$ cat config.mk
export PLATFORM = sky130hd
export DESIGN_NAME = lvsc_ctrl
export DESIGN_NICKNAME = d
export VERILOG_FILES = /design/src/sv/lvsc_pkg.sv /design/src/sv/lvsc_ctrl.sv
export SDC_FILE = /design/constraint.sdc
export NUM_CORES = 1
export LEC_CHECK = 0
export BUFFER_PORTS_ARGS = -buffer_cell sky130_fd_sc_hd__buf_2
export CAP_MARGIN = 10
export CORE_AREA = 2 2 39 41
export DETAILED_ROUTE_END_ITERATION = 8
export DIE_AREA = 0 0 41 43
export PLACE_DENSITY = 0.75
export SYNTH_ARGS = -nofsm -noshare
export SYNTH_HDL_FRONTEND = slang
export SYNTH_SLANG_ARGS = --single-unit
$ cat constraint.sdc
create_clock -name clk -period 3.3 [get_ports clk]
set_input_delay 0.165 -clock clk [delete_from_list [all_inputs] [get_ports clk]]
set_output_delay 0.165 -clock clk [all_outputs]
set_load 0.01 [all_outputs]
$ cat src/sv/lvsc_pkg.sv
// Package for the lane vector steering controller: payload and config types,
// sequencer steps, fixed constants, rounding and clamp helpers. No dependencies.
package lvsc_pkg;

	typedef struct packed {
		logic [6:0] x_start;
		logic [5:0] y_start;
		logic [6:0] x_end;
		logic [5:0] y_end;
		logic       frame_last;
		logic       frame_empty;
	} vec_t;

	typedef struct packed {
		logic signed [15:0] steer;
		logic signed [7:0]  wheel_l;
		logic signed [7:0]  wheel_r;
		logic [1:0]         drive_mode;
	} res_t;

	typedef enum logic [1:0] {
		MODE_BRAKE   = 2'd0,
		MODE_REVERSE = 2'd1,
		MODE_SLOWED  = 2'd2,
		MODE_NORMAL  = 2'd3
	} mode_t;

	typedef enum logic [2:0] {
		REG_PROP_GAIN      = 3'd0,
		REG_QUAD_GAIN      = 3'd1,
		REG_DERIV_GAIN     = 3'd2,
		REG_HEADING_WEIGHT = 3'd3,
		REG_LOOKAHEAD      = 3'd4,
		REG_MIN_SCALE      = 3'd5,
		REG_SMOOTH_ALPHA   = 3'd6,
		REG_INNER_SLOW     = 3'd7
	} reg_idx_t;

	typedef struct packed {
		logic [15:0] prop_gain;
		logic [15:0] quad_gain;
		logic [15:0] deriv_gain;
		logic [15:0] heading_weight;
		logic [12:0] lookahead;
		logic [12:0] min_scale;
		logic [12:0] smooth_alpha;
		logic [12:0] inner_slow;
	} cfg_t;

	typedef enum logic [4:0] {
		S_HEAD, S_PROX, S_SCALE_A, S_SCALE_B, S_ERR_A, S_ERR_B, S_ERR_C,
		S_SQ, S_KP, S_KQ, S_KD, S_CMD, S_SMA, S_SMB,
		S_DFA, S_DFB, S_DFC, S_DFD, S_DFE, S_FIN
	} step_t;

	typedef struct packed {
		logic  take;
		logic  run;
		step_t step;
	} dp_cmd_t;

	typedef struct packed {
		logic found;
	} dp_stat_t;

	localparam int unsigned CENTER_COL    = 39;
	localparam int          HALF_TRACK_Q8 = 5760;
	localparam int unsigned ONE_Q12       = 4096;
	localparam longint      ERR_MAX       = 524287;
	localparam longint      CMD_MAX       = 25600;
	localparam int          REVERSE_SPEED = -85;
	localparam int unsigned IMG_BOTTOM    = 51;
	localparam int unsigned FULL_SCALE    = 104857600;
	localparam int unsigned RECIP_100     = 20972;
	localparam int unsigned PROX_SHIFT    = 26;

	// Round half away from zero, then shift right.
	function automatic logic signed [63:0] rnd_shift(input logic signed [63:0] v,
		input logic [5:0] sh);
		logic signed [63:0] half;
		half = 64'sd1 <<< (sh - 6'd1);
		if (v >= 0)
			rnd_shift = (v + half) >>> sh;
		else
			rnd_shift = -(((-v) + half) >>> sh);
	endfunction

	function automatic logic signed [63:0] sat_sym(input logic signed [63:0] v,
		input longint lim);
		if (v > lim)
			sat_sym = lim;
		else if (v < -lim)
			sat_sym = -lim;
		else
			sat_sym = v;
	endfunction

	function automatic logic [12:0] q12(input logic [12:0] v);
		q12 = (v > 13'(ONE_Q12)) ? 13'(ONE_Q12) : v;
	endfunction

endpackage

$ cat src/sv/lvsc_ctrl.sv
// Controller of the lane vector steering controller: handshake and step
// sequencing of the frame-end math. Depends on lvsc_pkg.
module lvsc_ctrl
	import lvsc_pkg::*;
(
	input  logic     clk,
	input  logic     arst_n,
	input  logic     vec_valid,
	input  vec_t     vec,
	output logic     vec_stall,
	output logic     res_valid,
	input  logic     res_stall,
	input  dp_stat_t stat,
	output dp_cmd_t  cmd
);

	typedef enum logic [2:0] {
		ST_IDLE = 3'b001,
		ST_CALC = 3'b010,
		ST_OUT  = 3'b100
	} state_t;

	state_t state_q;
	step_t  step_q;
	step_t  step_next;

	assign vec_stall = (state_q != ST_IDLE);
	assign res_valid = (state_q == ST_OUT);
	assign cmd.take  = (state_q == ST_IDLE) && vec_valid;
	assign cmd.run   = (state_q == ST_CALC);
	assign cmd.step  = step_q;

	always_comb begin
		unique case (step_q)
			S_HEAD:    step_next = stat.found ? S_PROX : S_SQ;
			S_PROX:    step_next = S_SCALE_A;
			S_SCALE_A: step_next = S_SCALE_B;
			S_SCALE_B: step_next = S_ERR_A;
			S_ERR_A:   step_next = S_ERR_B;
			S_ERR_B:   step_next = S_ERR_C;
			S_ERR_C:   step_next = S_SQ;
			S_SQ:      step_next = S_KP;
			S_KP:      step_next = S_KQ;
			S_KQ:      step_next = S_KD;
			S_KD:      step_next = S_CMD;
			S_CMD:     step_next = S_SMA;
			S_SMA:     step_next = S_SMB;
			S_SMB:     step_next = S_DFA;
			S_DFA:     step_next = S_DFB;
			S_DFB:     step_next = S_DFC;
			S_DFC:     step_next = S_DFD;
			S_DFD:     step_next = S_DFE;
			S_DFE:     step_next = S_FIN;
			S_FIN:     step_next = S_HEAD;
			default:   step_next = S_HEAD;
		endcase
	end

	always_ff @(posedge clk or negedge arst_n) begin
		if (!arst_n) begin
			state_q <= ST_IDLE;
			step_q  <= S_HEAD;
		end else begin
			unique case (state_q)
				ST_IDLE: begin
					if (vec_valid && (vec.frame_last || vec.frame_empty)) begin
						state_q <= ST_CALC;
						step_q  <= S_HEAD;
					end
				end
				ST_CALC: begin
					step_q <= step_next;
					if (step_q == S_FIN)
						state_q <= ST_OUT;
				end
				ST_OUT: begin
					if (!res_stall)
						state_q <= ST_IDLE;
				end
				default: state_q <= ST_IDLE;
			endcase
		end
	end

endmodule

# After elaboration in Yosys (flattened, before gate mapping)
# Index checks and enable logic that the tools add are counted.
totals:
  latchBits: 0
  mem_count: 0
  elab_cells: 43
  mem_bits_ro: 0
  inputBits: 33
  regBits: 8
  mem_bits_rw: 0
  out_inout_bits: 9
op_classes:
  n_shift: 0
  div: 0
  n_reduce_logical: 7
  n_bitwise: 0
  eq_ne: 26
  n_mul: 0
  muxes: 8
  n_addsub: 0
  order_cmp: 0
op_table:
  columns: ["op", "n"]
  rows:
  - ["$pmux 5 s19", 1]
  - ["$eq 5x4->1 const B", 8]
  - ["$eq 5x3->1 const B", 4]
  - ["$eq 5x5->1 const B", 4]
  - ["$mux 3", 4]
  - ["$eq 5x2->1 const B", 2]
  - ["$pmux 5 s2", 1]
  - ["$pmux 3 s3", 1]
  - ["$eq 5x1->1 const B", 1]
  - ["$logic_not 5->1", 1]
  - ["$mux 5", 1]
  - ["$ne 2x1->1 const B", 2]
  - ["$eq 3x1->1 const B", 1]
  - ["$eq 3x2->1 const B", 1]
  - ["$eq 3x3->1 const B", 1]
  - ["$ne 3x1->1 const B", 1]
  - ["$reduce_and 3->1", 1]
  - ["$logic_and 1x1->1", 2]
  - ["$ne 2x2->1 const B", 1]
  - ["$reduce_and 2->1", 1]
  - ["$reduce_bool 2->1", 1]
  - ["$logic_or 1x1->1", 1]

# Longest topological paths before layout
# Gate-level depths: netlist (run 1).
logic_depth:
  ltp_word: 4
  depth_mapped: 5
  depth_no_buf: 5

# Worst setup path after synthesis (run 1)
# OpenSTA, ideal clock, no wires.
synth_timing:
  path_kind: "reg2reg"
  from: "register state_q[2]"
  to: "register step_q[4]"
  arrival_ps: 1303
  period_less_slack_ps: 1425
  path_buffers: 0
  required_ps: 3178
  stages_incl_launch_ff: 6
  setup_ps: 122
  setup_slack_ps: 1875
  path_cell_list: "dfrtp_1 or3b_4 clkinv_2 a21oi_4 a31o_1 a32o_1"
synth_lines:
  columns: ["element", "line", "text"]
  rows:
  - ["start, declared", "lvsc_ctrl.sv:23", "state_t state_q;"]
  - ["start signal, assigned", "lvsc_ctrl.sv:61", "state_q <= ST_IDLE;"]
  - ["start signal, assigned", "lvsc_ctrl.sv:67", "state_q <= ST_CALC;"]
  - ["start signal, assigned", "lvsc_ctrl.sv:74", "state_q <= ST_OUT;"]
  - ["end signal, assigned", "lvsc_ctrl.sv:72", "step_q <= step_next;"]
  - ["end, declared", "lvsc_ctrl.sv:24", "step_t step_q;"]

# Worst setup path after layout (run 1)
layout_timing:
  from: "register state_q[0]"
  to: "output port vec_stall"
layout_between:
  elab_chain_cells: 1
layout_lines:
  columns: ["element", "line", "text"]
  rows:
  - ["$ne 3x1->1", "lvsc_ctrl.sv:27", "assign vec_stall = (state_q != ST_IDLE);"]
  - ["end, declared", "lvsc_ctrl.sv:10", "output logic vec_stall,"]
# No other way between the ends.

==> metrics.csv, run 1 <==
stage,metric,value,unit
outcome,status,completed,
global_routing,pin count of the biggest net entering global routing,11,
synthesis,"Seq/Total Area, Yosys",0.446,
synthesis,Post-Syn Area per Cell,9.41,µm²
detailed_routing,DR pass1 iterations,4,
setup_path,Reg2Reg Capture Point,step_q[4]$_DFFE_PN0P_,
floorplan,Initial Util,0.326,
clocking,clock buffer count from CTS,3,
worst_hold_path,min-delay src,res_stall,
detailed_routing,wire length per cell,12.7,µm
setup_path,CP max FO,4,
worst_hold_path,Hold Crit Depth,3,
setup_path,top cell family by delay on the critical path,flip-flops,
sta,worst hold slack,0.137,ns
finish,n_diodes,0,
setup_path,Crit Reg-Reg Startpoint,state_q[2]$_DFFE_PN0P_,
synthesis,Netlist Area Pre-Place,452,µm²
pwr,Comb pwr share,0.385,
finish,Multi-input gate area,241,µm²
finish,final core occ,0.419,
synthesis,most frequent cell after synthesis,nand2_1,
placed_design,DP Area,543,µm²
detailed_routing,Via Count,451,
global_routing,GR Overflow Total,0,
setup_path,Critical Path Max Stage Delay,0.55,ns
detailed_routing,drt drc,0,
clocking,CTS Root Cell,clkbuf_4,
global_routing,vias in the first global route,372,
synthesis,Synth Register Bits,8,
clocking,clock net sink count,8,
setup_path,crit end category,output port,
sta,sum of negative setup slack,0,ns
clocking,TritonCTS clock tree,yes,
pwr,Sw Pwr,162,µW
job,Max-cap violations,0,
pwr,Cell Pwr Density,712,nW/µm²
clocking,post-CTS sizing,0,
pwr,peak supply drop,223,µV
global_routing,GRT Total Usage,0.134,
sta,Post-Route Skew,0.00668,ns
sta,Final Hold Viols,0,
worst_hold_path,Hold Crit Class,in -> reg,
global_routing,initial antenna violation count,0,
floorplan,die area,1760,µm²
finish,fin nets,101,
floorplan,Placeable Area,1380,µm²
pwr,Int Power,250,µW
setup_path,Worst Path Required,3.13,ns
detailed_routing,routed length on met1,459,µm
sta,RSZ-0062 raised after global routing,no,
synthesis,largest cells by area after synthesis,"dfrtp_1, nand2_1, o21ai_0, dfstp_2, a21oi_4",
pwr,switching power share of the total,0.394,
sta,Final Max Tran Viols,0,
pwr,Clk pwr share,0.198,
synthesis,Synthesized Nets,81,
finish,post-route cell area,579,µm²
synthesis,asr flop ratio synth,1.00,
detailed_routing,routed length on met2,480,µm
setup_path,WS Path Type,reg -> out,
pwr,Sequential Power Share,0.417,
synthesis,largest area contributor in the netlist,dfrtp_1,
clocking,"CTS clk-pin slew, worst paths",0.05,ns
clocking,Post CTS Setup Buffer Count,0,
detailed_routing,vias per cell,5.43,
placed_design,Placer Congestion,0.841,
global_routing,first-pass GRT wire length,1.56,mm
finish,Fillers,141,
sta,Final setup violation count,0,
synthesis,number of synthesized flops with an enable pin,0,
clocking,CTS Hold Bufs,1,
finish,area grow syn2layout,28.3,%
detailed_routing,DRT iter0 DRCs,11,
detailed_routing,highest routed layer,met4,
setup_path,worst path bufs/invs,1,
synthesis,ys flop type,dfrtp_1,
placed_design,IO Port Bufs,15,
pwr,total power,412,µW
sta,Worst-Margin Slew,0.277,ns
floorplan,DIE WIDTH,41,µm
setup_path,critical path launch point type,flop,
setup_path,Critical Path AT,1.38,ns
synthesis,Post-synth top cells,"nand2_1, dfrtp_1, o21ai_0, nor2_1",
synthesis,top cell type's share of synthesized area,0.388,
floorplan,Die Y,43,µm
sta,Worst slew margin,0.815,
clocking,H-tree levels,1,
detailed_routing,DR WL met3,94,µm
clocking,Clock Latency Late Sink,0.26,ns
detailed_routing,remaining antenna violation count,0,
setup_path,R2R Setup Slk,1.81,ns
setup_path,crit-path cells,"or3b_2, buf_2",
setup_path,worst r2r path cells,5,
synthesis,Syn. warnings,0,
finish,ratio of cells with drive above 1 in the final layout,0.403,
detailed_routing,Total Wirelength,1.05,mm
pwr,Leak,0.000290,µW
finish,area taken by flip-flops and latches,201,µm²
synthesis,Synth cell types,25,
floorplan,io pins,42,
worst_hold_path,worst hold endpoint,state_q[2]$_DFFE_PN0P_,
sta,Max Clk Rate,649,MHz
synthesis,synthesized netlist cell count,48,
sta,final period utilization,0.467,
sta,min Tclk post-route,1.54,ns
floorplan,# rows,14,
clocking,CTS max path bufs,2,
setup_path,slowest cell on the critical path,dfstp_2,
[layout by cell type, fill, tap and decap left out, drive strengths merged, types with 2 or more instances in the layout]
cell and count:
dfrtp 7, clkbuf 4, o31ai 2, o21ai 6, a31oi 2, nor2 3, a21oi 2, nand2 9
buf 15, or3b 2
[final cells by class]
cell class,instances,area share
Sequential cell,8,0.348
Timing Repair Buffer,16,0.147
Tap cell,16,0.0346
Multi-Input combinational cell,38,0.417
Clock buffer,4,0.0454
Inverter,1,0.00864
[through the flow]
step | setup WS (ns) | std cells
2_1_floorplan | 1.88 | 48
3_3_place_gp | 1.83 | 78
3_5_place_dp | 1.81 | 78
4_1_cts | 1.75 | 83
5_1_grt | 1.69 | 83
6_report | 1.76 | 83
[state kept, by name, summed over array words and instances, names as in the netlist]
register	flops
state_q	3
step_q	5
[worst min-delay path: cells and delay by family]
family	cells	cell delay, ns
buffers and inverters	1	0.08
AOI/OAI and AO/OA	1	0.06
and+or+nand+nor	1	0.05
[cell families after synthesis]
family | share of synthesized area
buf+inv | 0.0194
flops | 0.446
compound gates | 0.255
xor+xnor | 0.0194
simple gates | 0.260
[layer usage]
| layer | track usage | vias to the layer above |
|---|---|---|
| li1 | - | 217 |
| met4 | 0.0800 | 0 |
| met1 | 0.166 | 208 |
| met2 | 0.191 | 24 |
| met3 | 0.0471 | 2 |
| met5 | 0 | - |
[power by group through the flow]
stage                     Sequential (µW)  Combinational [µW]  Clock, µW
after floorplan                       169                 103          0
after global placement                168                 156          0
after detailed placement              172                 158          0
after CTS                             171                 160       84.8
after global routing                  179                 177       88.2
final                                 172                 159       81.5
[worst max path at each step]
stage / start / to / slack, ns / cells after the start
3_5_place_dp: state_q[2]$_DFFE_PN0P_ / step_q[4]$_DFFE_PN0P_ / 1.81 / 5
5_1_grt: state_q[0]$_DFFE_PN1P_ / vec_stall / 1.69 / 2
2_1_floorplan: state_q[2]$_DFFE_PN0P_ / step_q[4]$_DFFE_PN0P_ / 1.88 / 5
6_report: state_q[0]$_DFFE_PN1P_ / vec_stall / 1.76 / 2
4_1_cts: state_q[0]$_DFFE_PN1P_ / vec_stall / 1.75 / 2
3_3_place_gp: state_q[2]$_DFFE_PN0P_ / step_q[4]$_DFFE_PN0P_ / 1.83 / 5
(Power assumes the default switching activity.)
==> run 2, diff against run 1 <==
- ABC_AREA: default -> 1
- CORE_AREA: 2 2 39 41 -> default
- CORE_MARGIN: default -> 1.5
- CORE_UTILIZATION: default -> 34
- DIE_AREA: 0 0 41 43 -> default
- PLACE_DENSITY: 0.75 -> 0.72
- clock period: 3.3 -> 1.4 ns (I/O delays scaled with it)
==> run 2 against run 1 <==
Cell count increased by 51%. Non-clock buffer count rose by 3. Combinational power increased to 4.0 times the previous value. Die area grew 8.1%. Global-route usage is 2.8 points higher. Count of clock-buffer cells in the layout unchanged. Power rose to 3.0 times the previous value. Critical path depth grew 3. Utilization grew 5.1 points. First-iteration DRC count grew 45%. Largest power group is now combinational cells. Register-to-register slack worse by 1.7 ns.
==> metrics.csv, run 2 <==
stage,metric,value,unit,change
setup_path,top cell family by delay on the critical path,flip-flops,,
sta,RSZ-0062 raised after global routing,no,,
finish,final core occ,0.470,,+0.0510
global_routing,pin count of the biggest net entering global routing,9,,-2
worst_hold_path,Hold Crit Class,in -> reg,,
clocking,post-CTS sizing,0,,unchanged
detailed_routing,DRT iter0 DRCs,16,,+5
finish,Fillers,152,,+7.8%
setup_path,worst path bufs/invs,1,,unchanged
placed_design,Placer Congestion,0.871,,+3.7%
setup_path,crit end category,flop,,
finish,ratio of cells with drive above 1 in the final layout,0.266,,-0.137
floorplan,Die Y,43.7,µm,+1.5%
clocking,H-tree levels,1,,unchanged
synthesis,top cell type's share of synthesized area,0.312,,-0.0760
global_routing,initial antenna violation count,0,,unchanged
detailed_routing,drt drc,0,,unchanged
placed_design,Detail Placement HPWL,990,µm,
synthesis,largest area contributor in the netlist,dfrtp_1,,
global_routing,first-pass GRT wire length,2.19,mm,+41%
setup_path,Reg2Reg Capture Point,step_q[3]$_DFFE_PN0P_,,
detailed_routing,remaining antenna violation count,0,,unchanged
detailed_routing,Total Wirelength,1.31,mm,+24%
worst_hold_path,Hold Crit Depth,3,,unchanged
floorplan,Initial Util,0.369,,+0.0422
clocking,CTS max path bufs,2,,unchanged
clocking,CTS Root Cell,clkbuf_4,,
clocking,clock net sink count,8,,unchanged
outcome,status,completed,,
floorplan,die area,1910,µm²,+8.1%
global_routing,GRT Total Usage,0.162,,+0.0285
floorplan,# rows,14,,unchanged
sta,Final setup violation count,0,,unchanged
setup_path,crit-path cells,"inv_1, nand3_1, nand2_1, o21ai_0, o21ai_1",,
setup_path,WS Path Type,reg -> reg,,
synthesis,synthesized netlist cell count,86,,+79%
setup_path,CP max FO,7,,+3
worst_hold_path,worst hold endpoint,state_q[2]$_DFFE_PN0P_,,
sta,Max Clk Rate,796,MHz,
synthesis,most frequent cell after synthesis,nand2_1,,
floorplan,DIE WIDTH,43.7,µm,+6.5%
global_routing,GR Overflow Total,0,,unchanged
setup_path,worst r2r path cells,5,,unchanged
global_routing,vias in the first global route,542,,+46%
pwr,Cell Pwr Density,1720,nW/µm²,+140%
setup_path,Worst Path Required,1.55,ns,-1.58 ns
synthesis,Synthesized Nets,119,,+47%
sta,worst hold slack,0.0404,ns,-0.0965 ns
finish,"leading cell types in the layout, fill and taps excluded","nand2_1, inv_1, buf_2, nand3_1",,
finish,Reg with most FFs,step_q,,
setup_path,Critical Path AT,1.40,ns,+0.02 ns
setup_path,critical path launch point type,flop,,
synthesis,ys flop type,dfrtp_1,,
setup_path,R2R Setup Slk,0.14,ns,-1.67 ns
setup_path,Critical Path Max Stage Delay,0.47,ns,-0.08 ns
clocking,TritonCTS clock tree,yes,,
finish,area grow syn2layout,27.4,%,
sta,min Tclk post-route,1.26,ns,
detailed_routing,Via Count,611,,+35%
sta,Final Hold Viols,0,,unchanged
finish,fin cells,125,,+51%
sta,Worst slew margin,0.818,,+0.00303
pwr,Leak,0.000443,µW,+53%
placed_design,dpl cells,118,,+51%
setup_path,Crit Reg-Reg Startpoint,step_q[4]$_DFFE_PN0P_,,
detailed_routing,DR pass1 iterations,4,,unchanged
placed_design,IO Port Bufs,15,,unchanged
pwr,peak supply drop,769,µV,+240%
synthesis,Post-synth top cells,"nand2_1, inv_1, nand3_1, dfrtp_1, nor2_1",,
detailed_routing,wire length per cell,10.5,µm,-17%
synthesis,Syn. warnings,0,,unchanged
worst_hold_path,min-delay src,res_stall,,
synthesis,largest cells by area after synthesis,"dfrtp_1, nand2_1, inv_1, nand3_1, dfstp_2",,
finish,max reg flops,5,,unchanged
finish,fin nets,143,,+42%
finish,post-route cell area,716,µm²,+24%
clocking,Clock Latency Late Sink,0.27,ns,about the same
job,Max-cap violations,0,,unchanged
sta,final period utilization,0.897,,
sta,Worst-Margin Slew,0.273,ns,-0.00454 ns
clocking,"CTS clk-pin slew, worst paths",0.06,ns,about the same
synthesis,Synth cell types,16,,-36%
floorplan,io pins,42,,unchanged
sta,sum of negative setup slack,0,ns,unchanged
finish,n_diodes,0,,unchanged
synthesis,"Seq/Total Area, Yosys",0.359,,-0.0874
synthesis,Post-Syn Area per Cell,6.53,µm²,-31%
floorplan,Placeable Area,1520,µm²,+10%
synthesis,number of synthesized flops with an enable pin,0,,unchanged
synthesis,Netlist Area Pre-Place,562,µm²,+24%
finish,biggest regs,"step_q (5), state_q (3)",,
sta,Final Max Tran Viols,0,,unchanged
clocking,clock buffer count from CTS,3,,unchanged
placed_design,DP Area,664,µm²,+22%
finish,"most common cell after layout, fill and taps aside",nand2_1,,
detailed_routing,vias per cell,4.89,,-10%
synthesis,Synth Register Bits,8,,unchanged
sta,Post-Route Skew,0.00446,ns,-0.00222 ns
synthesis,asr flop ratio synth,1.00,,unchanged
setup_path,slowest cell on the critical path,dfrtp_1,,
==> run 2: cell count changes after synthesis, moves of 2 or more <==
cell     change
nand2_2      +2
a31oi_1      -2
inv_1       +16
o31ai_1      -2
nand3_1     +10
nand3_2      +2
o21ai_1      +2
o21ai_0      -2
nand2_1     +19
nor2_1       +4
==> run 2: how the worst max path moves through the flow <==
stage          cells after the start                     to                    from
2_1_floorplan                      7  step_q[4]$_DFFE_PN0P_  state_q[0]$_DFFE_PN1P_
3_3_place_gp                       7  step_q[4]$_DFFE_PN0P_  state_q[0]$_DFFE_PN1P_
3_5_place_dp                       7  step_q[4]$_DFFE_PN0P_  state_q[0]$_DFFE_PN1P_
4_1_cts                            3                 cmd[5]  state_q[2]$_DFFE_PN0P_
5_1_grt                            5  step_q[3]$_DFFE_PN0P_   step_q[4]$_DFFE_PN0P_
6_report                           5  step_q[3]$_DFFE_PN0P_   step_q[4]$_DFFE_PN0P_
==> run 2: per-layer routing <==
layer / vias up / share of wire / wire length (µm) / GRT usage
met3: 4 / 0.051 / 67 / 0.0625
met1: 274 / 0.45 / 586 / 0.198
li1: 316 / - / - / -
met5: - / 0 / 0 / 0
met2: 17 / 0.47 / 620 / 0.244
met4: 0 / 0.024 / 32 / 0.0909
==> run 2: logic make-up (layout without fill, tap and decap cells) <==
family	count (synthesis)	count (layout)	share of synthesized area
DFF	8	8	0.359
and+or+nand+nor	54	54	0.459
buffers and inverters	17	40	0.118
AOI/OAI and AO/OA	7	7	0.0646
==> run 2: what timing repair did <==
item                                    CTS  global route
endpoints found under the setup margin    0             1
hold buffers                              1             0
buffers inserted                          0             2
hold endpoints to repair                  8             0
==> run 2: area by class of cell <==
type / instances / area (µm²) / area share
clock buffer: 4 / 26.3 / 0.0367
sequential: 8 / 201 / 0.281
timing repair buffer: 19 / 108 / 0.150
multi-input combinational: 61 / 294 / 0.411
inverter: 17 / 66.3 / 0.0927
tap: 16 / 20.0 / 0.0280
==> run 2: worst min-delay path, cell delays in order <==
cell and delay (ns):
buf_2 0.07, nand2_1 0.06, o21ai_0 0.07
==> run 2: power breakdown <==
group	switching, µW	internal (µW)	total, µW
Combinational	378	254	632
Sequential	87.4	312	400
Clock	90.8	110	201
==> run 2: metrics by stage <==
step                      worst slack [ns]  total power (µW)
after floorplan                      0.216               823
after global placement               0.195               996
after detailed placement             0.186              1010
after CTS                           0.0111              1220
after global routing                0.0257              1360
final                                0.144              1230
==> run 3, diff against run 2 <==
- CORE_MARGIN: 1.5 -> default
==> run 3 against run 2 <==
Worst hold slack improved by 0.036 ns. Clock power decreased by 3%. Utilization down 0.99 points. Via count fell by 0.33%. Critical path depth decreased by 2. Die area fell by 4.5%. Non-clock buffer count decreased by 2. Largest power group unchanged. Wire length shrank 0.76%. Cell area is 2.1% lower. Cell count down 1.6%. Sequential share of layout area rose by 0.60 points.
==> metrics.csv, run 3 (synthesis gave the netlist of run 2 again) <==
stage,metric,value,unit,change
sta,Final Hold Viols,0,,unchanged
placed_design,IO Port Bufs,15,,unchanged
finish,area grow syn2layout,24.7,%,
sta,Final setup violation count,0,,unchanged
global_routing,initial antenna violation count,0,,unchanged
setup_path,top cell family by delay on the critical path,flip-flops,,
detailed_routing,DR WL met3,39,µm,-42%
clocking,H-tree levels,1,,unchanged
floorplan,die area,1820,µm²,-4.5%
global_routing,GR Overflow Total,0,,unchanged
sta,RSZ-0062 raised after global routing,no,,
pwr,Cell Pwr Density,1720,nW/µm²,+0.16%
pwr,switching power share of the total,0.460,,+0.00907
floorplan,Die Y,42.7,µm,-2.3%
sta,Worst-Margin Slew,0.269,ns,-0.00391 ns
setup_path,worst path bufs/invs,2,,+1
finish,biggest regs,"step_q (5), state_q (3)",,
setup_path,WS Path Type,reg -> out,,
clocking,TritonCTS clock tree,yes,,
sta,Max Clk Rate,775,MHz,-2.7%
setup_path,Worst Path Required,1.33,ns,-0.22 ns
clocking,CTS max path bufs,2,,unchanged
pwr,Int Power,652,µW,-3.6%
pwr,Sw Pwr,556,µW,about the same
clocking,clock buffer count from CTS,3,,unchanged
pwr,Clk pwr share,0.161,,-0.002
placed_design,pre-CTS setup slack,0.175,ns,-0.0107 ns
outcome,status,completed,,
detailed_routing,remaining antenna violation count,0,,unchanged
global_routing,pin count of the biggest net entering global routing,9,,unchanged
sta,Post-Route Skew,0.0155,ns,+0.0111 ns
detailed_routing,routed length on met1,604,µm,+3.1%
finish,fin nets,141,,-1.4%
setup_path,Critical Path AT,1.22,ns,-0.18 ns
finish,"leading cell types in the layout, fill and taps excluded","nand2_1, inv_1, buf_2, nand3_1",,
global_routing,vias in the first global route,543,,+0.18%
floorplan,# rows,14,,unchanged
detailed_routing,Total Wirelength,1.30,mm,-0.76%
job,Max-cap violations,0,,unchanged
sta,Final WS setup,0.110,ns,-0.0345 ns
detailed_routing,DR pass1 iterations,4,,unchanged
sta,min Tclk post-route,1.29,ns,+0.0345 ns
detailed_routing,DRT iter0 DRCs,27,,+11
finish,fin cells,123,,-1.6%
sta,sum of negative setup slack,0,ns,unchanged
floorplan,io pins,42,,unchanged
setup_path,Critical Path Max Stage Delay,0.40,ns,-0.07 ns
detailed_routing,vias per cell,4.95,,+1.3%
sta,final period utilization,0.922,,+0.0246
detailed_routing,Via Count,609,,-0.33%
sta,Final Max Tran Viols,0,,unchanged
global_routing,first-pass GRT wire length,2.32,mm,+5.7%
floorplan,DIE WIDTH,42.7,µm,-2.3%
clocking,Clock Latency Late Sink,0.26,ns,about the same
setup_path,crit end category,output port,,
detailed_routing,wire length per cell,10.6,µm,+0.85%
finish,ratio of cells with drive above 1 in the final layout,0.252,,-0.0137
finish,n_diodes,0,,unchanged
placed_design,Placer Congestion,0.862,,-1.0%
finish,"most common cell after layout, fill and taps aside",nand2_1,,
detailed_routing,highest routed layer,met3,,
sta,Worst slew margin,0.821,,+0.00260
clocking,clock net sink count,8,,unchanged
detailed_routing,routed length on met2,654,µm,+5.5%
clocking,CTS Root Cell,clkbuf_4,,
finish,max reg flops,5,,unchanged
placed_design,dpl cells,118,,unchanged
pwr,Comb pwr share,0.509,,-0.004
pwr,Leak,0.000430,µW,-2.8%
clocking,"CTS clk-pin slew, worst paths",0.05,ns,about the same
global_routing,GRT Total Usage,0.167,,+0.00430
setup_path,slowest cell on the critical path,dfrtp_1,,
floorplan,Placeable Area,1520,µm²,unchanged
setup_path,critical path launch point type,flop,,
pwr,peak supply drop,680,µV,-12%
floorplan,Initial Util,0.369,,unchanged
clocking,Post CTS Setup Buffer Count,0,,unchanged
detailed_routing,drt drc,0,,unchanged
worst_hold_path,Hold Crit Class,in -> reg,,
setup_path,CP max FO,6,,-1
placed_design,Detail Placement HPWL,981,µm,-0.93%
setup_path,crit-path cells,"nor3_4, buf_4, buf_2",,
finish,Reg with most FFs,step_q,,
pwr,Sequential Power Share,0.329,,+0.004
[run 3: changes by cell type in the layout (fill, tap and decap cells not counted), sizes merged]
cell and change:
buf -2
[run 3: worst register-to-register path, stage by stage, from the launching register on]
cell and delay, ns:
dfrtp_1 0.48, inv_1 0.18, nand3_1 0.14, nand2_1 0.05
o21ai_0 0.17, o21ai_1 0.09
[run 3: worst paths after layout]
| check | from | to | slack, ns | cells after the start |
|---|---|---|---|---|
| worst max-delay path | state_q[2]$_DFFE_PN0P_ | cmd[5] | 0.11 | 3 |
| worst min-delay path | res_stall | state_q[2]$_DFFE_PN0P_ | 0.08 | 3 |
| worst max register to register | step_q[4]$_DFFE_PN0P_ | step_q[3]$_DFFE_PN0P_ | 0.17 | 5 |
| worst min register to register | step_q[1]$_DFFE_PN0P_ | step_q[1]$_DFFE_PN0P_ | 0.59 | 2 |
| max in group asynchronous | arst_n | state_q[0]$_DFFE_PN1P_ | 0.93 | 2 |
| min in group asynchronous | arst_n | step_q[1]$_DFFE_PN0P_ | 0.21 | 2 |
[run 3: repair_timing]
item / CTS / global route
hold buffers: 1 / 0
resized for setup: 0 / 0
hold endpoints to repair: 8 / 0
[run 3: cell type report]
class,instances,area [µm²]
fill,161,823
multi-input combinational,61,294
sequential,8,201
timing repair buffer,17,92.6
inverter,17,66.3
clock buffer,4,26.3
tap,16,20.0
[run 3: per-layer routing]
metal  track usage  vias to the layer above
met3        0.0511                        0
met2         0.273                        6
li1              -                      317
met1         0.214                      286
met4        0.0375                        0
met5             0                        -
[run 3: power by group through the flow]
stage / registers [µW] / logic (µW) / clock network [µW]
floorplan: 405 / 418 / 0
global placement: 399 / 594 / 0
detailed placement: 405 / 609 / 0
CTS: 400 / 616 / 196
global route: 415 / 689 / 215
finish: 398 / 615 / 195
[run 3: stage by stage]
step	instance area, µm²	power, µW	util	hold WS (ns)
finish	701	1210	0.460	0.0766
global route	701	1320	0.460	0.0771
CTS	701	1210	0.460	0.0694
detailed placement	664	1010	0.436	-0.0713
global placement	664	993	0.436	-0.0792
floorplan	562	823	-	-0.226
